<file path="config.mk">
export PLATFORM = sky130hd
export DESIGN_NAME = prss_useq
export DESIGN_NICKNAME = d
export VERILOG_FILES = /design/src/rtl/core/prss_pkg.sv /design/src/rtl/core/prss_useq.sv
export SDC_FILE = /design/constraint.sdc
export NUM_CORES = 1
export LEC_CHECK = 0
export ABC_AREA = 1
export BUFFER_PORTS_ARGS = -buffer_cell sky130_fd_sc_hd__buf_2
export CAP_MARGIN = 20
export CORE_MARGIN = 5
export CORE_UTILIZATION = 35
export DETAILED_ROUTE_END_ITERATION = 10
export PLACE_DENSITY = 0.69
export RECOVER_POWER = 100
export SLEW_MARGIN = 15
export SYNTH_ARGS = -nofsm -noshare
export SYNTH_HDL_FRONTEND = slang
export SYNTH_SLANG_ARGS = --single-unit
</file>
<file path="constraint.sdc">
create_clock -name i_clk -period 2.51 [get_ports i_clk]
set_input_delay 0.502 -clock i_clk [delete_from_list [all_inputs] [get_ports i_clk]]
set_output_delay 0.502 -clock i_clk [all_outputs]
set_load 0.03 [all_outputs]
</file>
<file path="src/rtl/core/prss_pkg.sv">
// ============================================================================
// prss_pkg
// Shared types and constants for the Pascal row square-sum core: memory
// geometry, microcode control word layout and datapath status flags.
// ============================================================================
package prss_pkg;

    // Row store geometry.
    localparam int ROW_DEPTH = 64;
    localparam int IDX_W     = $clog2(ROW_DEPTH);
    localparam int PASS_W    = IDX_W + 1;
    localparam int ROW_IN_W  = 6;
    localparam int DATA_W    = 64;
    localparam int HALF_W    = DATA_W / 2;
    localparam int UPC_W     = 4;

    typedef logic [UPC_W-1:0] t_upc;

    // Microcode addresses.
    localparam t_upc UPC_IDLE   = t_upc'(0);
    localparam t_upc UPC_FILL   = t_upc'(1);
    localparam t_upc UPC_PSTART = t_upc'(2);
    localparam t_upc UPC_PRD2   = t_upc'(3);
    localparam t_upc UPC_INNER  = t_upc'(4);
    localparam t_upc UPC_PNEXT  = t_upc'(5);
    localparam t_upc UPC_SQINIT = t_upc'(6);
    localparam t_upc UPC_SQRD   = t_upc'(7);
    localparam t_upc UPC_SQM0   = t_upc'(8);
    localparam t_upc UPC_SQM1   = t_upc'(9);
    localparam t_upc UPC_SQM2   = t_upc'(10);
    localparam t_upc UPC_DONE   = t_upc'(11);

    // Jump condition: when it holds the sequencer goes to the target,
    // otherwise it falls through to the next step.
    typedef enum logic [2:0] {
        COND_NEVER,
        COND_ALWAYS,
        COND_NO_START,
        COND_J_NE_N,
        COND_P_GT_N,
        COND_J_NE_1
    } t_cond;

    typedef enum logic [2:0] {
        J_HOLD,
        J_INC,
        J_DEC,
        J_CLEAR,
        J_LOAD_PM1
    } t_jop;

    typedef enum logic {
        P_HOLD,
        P_INC
    } t_pop;

    typedef enum logic [2:0] {
        RD_NONE,
        RD_J,
        RD_JM1,
        RD_JM2,
        RD_JP1,
        RD_PM1
    } t_rdsel;

    typedef enum logic [1:0] {
        WR_NONE,
        WR_ONE,
        WR_SUM
    } t_wrsel;

    typedef enum logic [1:0] {
        ACC_HOLD,
        ACC_ADD_SQ,
        ACC_ADD_CROSS
    } t_accop;

    typedef enum logic [1:0] {
        MUL_NONE,
        MUL_LOLO,
        MUL_LOHI
    } t_mulsel;

    // One microcode control word.
    typedef struct packed {
        t_cond   cond;
        t_upc    target;
        t_jop    jop;
        t_pop    pop;
        t_rdsel  rdsel;
        t_wrsel  wrsel;
        logic    a_load;
        t_accop  accop;
        t_mulsel mulsel;
        logic    strobe;
    } t_uword;

    // Datapath flags tested by the jump conditions.
    typedef struct packed {
        logic j_ne_n;
        logic p_gt_n;
        logic j_ne_1;
    } t_status;

endpackage

</file>
<file path="src/rtl/core/prss_useq.sv">
// ============================================================================
// prss_useq
// Microcode sequencer: a step counter, the control store and the jump logic.
// It also registers the result strobe.
// ============================================================================
module prss_useq (
    input  logic               i_clk,
    input  logic               i_rst_n,
    input  logic               i_start,
    input  prss_pkg::t_status  i_status,
    output prss_pkg::t_uword   o_uword,
    output logic               o_busy,
    output logic               o_valid
);

    prss_pkg::t_upc   r_upc, n_upc;
    logic             r_valid;
    prss_pkg::t_uword uword;
    logic             take;

    // Control store.
    function automatic prss_pkg::t_uword rom_word(input prss_pkg::t_upc pc);
        prss_pkg::t_uword w;
        w.cond   = prss_pkg::COND_NEVER;
        w.target = prss_pkg::UPC_IDLE;
        w.jop    = prss_pkg::J_HOLD;
        w.pop    = prss_pkg::P_HOLD;
        w.rdsel  = prss_pkg::RD_NONE;
        w.wrsel  = prss_pkg::WR_NONE;
        w.a_load = 1'b0;
        w.accop  = prss_pkg::ACC_HOLD;
        w.mulsel = prss_pkg::MUL_NONE;
        w.strobe = 1'b0;
        case (pc)
            prss_pkg::UPC_IDLE: begin
                w.cond   = prss_pkg::COND_NO_START;
                w.target = prss_pkg::UPC_IDLE;
            end
            // Fill entries 0..n with ones.
            prss_pkg::UPC_FILL: begin
                w.wrsel  = prss_pkg::WR_ONE;
                w.jop    = prss_pkg::J_INC;
                w.cond   = prss_pkg::COND_J_NE_N;
                w.target = prss_pkg::UPC_FILL;
            end
            // Open a pass: index to p-1, fetch that entry.
            prss_pkg::UPC_PSTART: begin
                w.jop    = prss_pkg::J_LOAD_PM1;
                w.rdsel  = prss_pkg::RD_PM1;
                w.cond   = prss_pkg::COND_P_GT_N;
                w.target = prss_pkg::UPC_SQINIT;
            end
            prss_pkg::UPC_PRD2: begin
                w.rdsel  = prss_pkg::RD_JM1;
                w.a_load = 1'b1;
            end
            // Entry j gets entry j-1 added; the old j-1 is carried to the next step.
            prss_pkg::UPC_INNER: begin
                w.wrsel  = prss_pkg::WR_SUM;
                w.a_load = 1'b1;
                w.rdsel  = prss_pkg::RD_JM2;
                w.jop    = prss_pkg::J_DEC;
                w.cond   = prss_pkg::COND_J_NE_1;
                w.target = prss_pkg::UPC_INNER;
            end
            prss_pkg::UPC_PNEXT: begin
                w.pop    = prss_pkg::P_INC;
                w.cond   = prss_pkg::COND_ALWAYS;
                w.target = prss_pkg::UPC_PSTART;
            end
            prss_pkg::UPC_SQINIT: begin
                w.jop    = prss_pkg::J_CLEAR;
            end
            prss_pkg::UPC_SQRD: begin
                w.rdsel  = prss_pkg::RD_J;
            end
            prss_pkg::UPC_SQM0: begin
                w.mulsel = prss_pkg::MUL_LOLO;
            end
            prss_pkg::UPC_SQM1: begin
                w.accop  = prss_pkg::ACC_ADD_SQ;
                w.mulsel = prss_pkg::MUL_LOHI;
                w.rdsel  = prss_pkg::RD_JP1;
            end
            prss_pkg::UPC_SQM2: begin
                w.accop  = prss_pkg::ACC_ADD_CROSS;
                w.jop    = prss_pkg::J_INC;
                w.cond   = prss_pkg::COND_J_NE_N;
                w.target = prss_pkg::UPC_SQM0;
            end
            prss_pkg::UPC_DONE: begin
                w.strobe = 1'b1;
                w.cond   = prss_pkg::COND_ALWAYS;
                w.target = prss_pkg::UPC_IDLE;
            end
            default: begin
                w.cond   = prss_pkg::COND_ALWAYS;
                w.target = prss_pkg::UPC_IDLE;
            end
        endcase
        return w;
    endfunction

    assign uword = rom_word(r_upc);

    // Jump condition evaluation and next step.
    always_comb begin
        case (uword.cond)
            prss_pkg::COND_NEVER:    take = 1'b0;
            prss_pkg::COND_ALWAYS:   take = 1'b1;
            prss_pkg::COND_NO_START: take = !i_start;
            prss_pkg::COND_J_NE_N:   take = i_status.j_ne_n;
            prss_pkg::COND_P_GT_N:   take = i_status.p_gt_n;
            prss_pkg::COND_J_NE_1:   take = i_status.j_ne_1;
            default:                 take = 1'b1;
        endcase
        n_upc = take ? uword.target : r_upc + prss_pkg::t_upc'(1);
    end

    always_ff @(posedge i_clk) begin
        if (!i_rst_n) begin
            r_upc   <= prss_pkg::UPC_IDLE;
            r_valid <= 1'b0;
        end else begin
            r_upc   <= n_upc;
            r_valid <= uword.strobe;
        end
    end

    assign o_uword = uword;
    assign o_busy  = (r_upc != prss_pkg::UPC_IDLE);
    assign o_valid = r_valid;

endmodule

</file>
# [Word-level counts from Yosys, hierarchy flattened]
# Index checks and enable logic that the tools add are counted.
[totals] ff_bits=5 input_bits=6 word_cells=36
[classes] add_sub_neg=1 n_eq_ne=15 mux=11 reduce_logical=7
[ops] op="7-bit case mux with 7 select lines" count=1
[ops] op="4-bit by 3-bit == test with 1-bit output (second input constant)" count=4
[ops] op="4-bit == test (second input constant)" count=4
[ops] op="3-bit case mux with 5 select lines" count=1
[ops] op="2-bit case mux with 2 select lines" count=3
[ops] op="3-bit case mux with 4 select lines" count=1
[ops] op="4-bit by 2-bit == test with 1-bit output (second input constant)" count=2
[ops] op="3-bit by 2-bit == test with 1-bit output (second input constant)" count=2
[ops] op="3-bit == test (second input constant)" count=2
[ops] op="1-bit case mux with 5 select lines" count=1
[ops] op="5-bit OR reduction" count=1
[ops] op="4-bit by 1-bit adder with 4-bit output (second input constant)" count=1
[ops] op="4-bit by 1-bit == test with 1-bit output (second input constant)" count=1
[ops] op="4-bit zero test" count=1
[ops] op="4-bit 2-to-1 mux" count=1
[ops] op="4-bit nonzero test" count=1
[ops] op="2-bit OR reduction" count=2
[ops] op="3-bit zero test" count=1
[ops] op="1-bit 2-to-1 mux" count=3
[ops] op="1-bit zero test" count=1

# [Longest topological paths before layout]
[logic_depth] depth_word=6 mapped_depth=11 depth_no_buf=11

# [Least setup slack after synthesis]
# OpenSTA, ideal clock, no wires.
[synth_path] path_type="register to output" from="register r_upc[0]" to="output port o_uword[19] in the netlist's numbering" arrival_ns=1.423 t_required_ns=2.008 setup_slack_ns=0.585 stages_incl_launch_ff=7 cell_sequence="dfxtp_1 -> inv_1 -> ha_1 -> nand3_2 -> inv_1 -> nor3_4 -> nand2_2"
[synth_rtl] item="start: declaration" line="prss_useq.sv:16" text="prss_pkg::t_upc r_upc, n_upc;"
[synth_rtl] item="start signal: assignment" line="prss_useq.sv:122" text="r_upc <= prss_pkg::UPC_IDLE;"
[synth_rtl] item="start signal: assignment" line="prss_useq.sv:125" text="r_upc <= n_upc;"
[synth_rtl] item="end: declaration" line="prss_useq.sv:11" text="output prss_pkg::t_uword o_uword,"

==> flow_summary.ini <==
[run_status]
status = complete, no violations

[die]
core_area_sq_mm = 0.00154
num_rows = 14
die-area_sq_mm = 0.00260
initial_utilization_pct = 38.1
pin_count = 30
die_y_microns = 50.9
die_w_microns = 50.9

[timing]
setup_viol = 0
tightest_slew_ns = 0.386
fmax_mhz = 442
rsz0062_at_grt = false
finalHoldViolCount = 0
final_max_slew_viol_count = 0
fin_crit_sh_pct = 90.1
fin_crit_ns = 2.26
relSlewSlack_pct = 74.4
tns_ns = 0
finalClockSkew_ns = 0.00447

[global_routing]
grt_max_degree = 9
grt_pass1_vias = 596
antenna_found_initial = 0
grt_pass1_wl_mm = 2.50
grt-ovfl-total = 0
grt_usage_pct = 11.9

[min_path]
min_path_cells = 3
hold-path-endpoint = r_upc[2]
hold_class = in2reg
hp-start = i_rst_n

[synth]
synthArstFlopShare_pct = 0
muxShareOfSynthArea_pct = 0
yosys-top-cells-area = dfxtp_1 17%, nand2_1 16%, inv_1 10%, nand3_1 9.4%, ha_1 8.5%
yosys.area_share.adder_pct = 8.53
synth_top_area_share_pct = 17.1
ys_types = 20
synth-simple-area-share_pct = 52.5
synth_xor_area_share_pct = 2.99
ys_top_cells_by_count = 25 x nand2_1, 16 x inv_1, 11 x nand3_1
synth_edf_count = 0
ys_seq_elements = 5
yosysMostFrequentCell = nand2_1
synth_top_family_by_area = simple AND/OR/NAND/NOR gates
synth_compound_area_share_pct = 4.26
syn-num-nets = 104
ys.flop_type = dfxtp_1
yosysSeqAreaShare_pct = 17.1
syn-cell-area_sq_um = 587
synthCells = 94
synth_area_per_cell_sq_um = 6.24
yosysTopAreaCell = dfxtp_1
yosysWarnings = 0

[setup_path]
start_kind = register
path_class = reg2out
crit_slowest_cell = dfxtp_1
r2r-end = r_upc[0]
slowest_delay_ns = 0.37
r2r-start = r_upc[0]
crit_required_ns = 2.01
critPathCaptureType = output port
crit_fanout = 6
timing.reg2reg.setup_slack_ns = 0.63
reg2reg_depth = 10
arrival_ns = 1.76
path_common_cell = nand2_2
cp_cell_sequence = inv_1, ha_1, nand3_1, nand2_2, nor2_2, nand3_2, nand2_2, clkbuf_2

[clock_network]
cts-root-buf = clkbuf_4
post_cts_buffers = 0
h-tree-depth = 1
clockBufferDepth = 2
cts_inserted_buffers = 3
hold_buffers = 0
clk_latency_ns = 0.24
ctsResizeCount = 0
cts_tree = done
clk_pin_slew_ns = 0.04
clock_sinks = 5

[route]
first_pass_iters = 4
avgViaCountPerCell = 4.61
finalWirelength_mm = 1.47
wl_per_cell_microns = 10.4
drc = 0
drt_iter0_drc = 29
ant_nets = 0
vias = 650

[power]
power_leakage_nw = 0.474
vdd_drop_max_mv = 0.496
p_per_area_mw_per_mm2 = 1580

[cells_and_area]
layout-drive-gt1-share_pct = 18.4
fin_nets = 136
diodes = 0
syn2layout_area_growth_pct = 22.6
final_util_pct = 46.7

[placed_design]
port_buffers = 29
gp_congestion = 0.906
dp_hpwl_mm = 1.26

[flow_run]
cap_violations = 0
==> kinds of logic (layout without fill, tap and decap cells) <==
kind of cell / after synthesis / in the layout
xor gates and xnor gates: 2 / 2
DFF: 5 / 5
and+or+nand+nor: 58 / 58
buffers and inverters: 20 / 51
AOI/OAI and AO/OA: 5 / 5
adders and majority gates: 4 / 4
==> area by class of cell <==
type	count	area [sq um]
inverter	18	67.6
fill	181	822
tap	16	20.0
timing repair buffer	29	123
sequential	5	100
multi-input combinational	69	383
clock buffer	4	26.3
==> power by group <==
group / switching, mW / internal, mW / leakage, nW
Sequential: 0.0308 / 0.104 / 0.0411
Clock: 0.0305 / 0.0599 / 0.0150
Combinational: 0.663 / 0.251 / 0.418
==> critical path, delay by kind of cell, from the launching register on <==
family | cells | cell delay (ns)
AND/OR/NAND/NOR | 5 | 0.62
flip-flops | 1 | 0.37
buffers and inverters | 2 | 0.29
adder cells (fa/ha/maj) | 1 | 0.24
==> cells in the final DEF (no fill, tap or decap) <==
cell type	Yosys	final
nor2_1	9	10
buf_2	0	9
o21ai_0	1	1
nor2_2	2	1
nor3b_1	1	1
ha_1	4	4
clkbuf_1	0	19
a21oi_1	4	4
dfxtp_1	5	5
nand3_2	3	2
nand2_1	25	27
nand3b_1	1	1
nand3_1	11	12
clkbuf_4	0	3
nor3_4	1	1
inv_2	2	2
nand4_4	1	1
inv_1	16	16
xor2_1	2	2
nand2_2	3	2
clkbuf_2	0	2
==> worst max path at each step <==
stage / start / end / slack [ns] / cells after the start
6_report: r_upc[0] / o_uword[19] / 0.25 / 8
4_1_cts: r_upc[0] / o_uword[19] / 0.25 / 7
3_5_place_dp: r_upc[0] / o_uword[19] / 0.51 / 7
2_1_floorplan: r_upc[0] / o_uword[19] / 0.59 / 6
5_1_grt: r_upc[0] / o_uword[19] / 0.09 / 8
3_3_place_gp: r_upc[0] / o_uword[19] / 0.54 / 8
==> metrics by stage <==
stage | area [sq um] | instances | power [mW] | setup slack (ns) | hold WS, ns
after global placement | 733 | 137 | 1.11 | 0.539 | 0.573
after CTS | 759 | 141 | 1.21 | 0.249 | 0.519
after floorplan | 587 | 94 | 0.918 | 0.585 | 0.534
after detailed placement | 733 | 137 | 1.11 | 0.512 | 0.594
final | 719 | 141 | 1.14 | 0.249 | 0.525
after global routing | 719 | 141 | 1.26 | 0.0937 | 0.539
==> layer usage <==
metal  vias to the layer above  global-route usage (%)  share of wire [%]
met5                         -                       0                  0
met4                         0                    5.11                  0
met3                         0                    1.45                 11
met2                        28                    18.6                 44
met1                       270                    16.4                 45
li1                        352                       -                  -
==> state kept, by name, indices dropped and copies added (netlist names) <==
name / cells
r_upc: 4
o_valid: 1
Power figures use the tool's default switching activity.
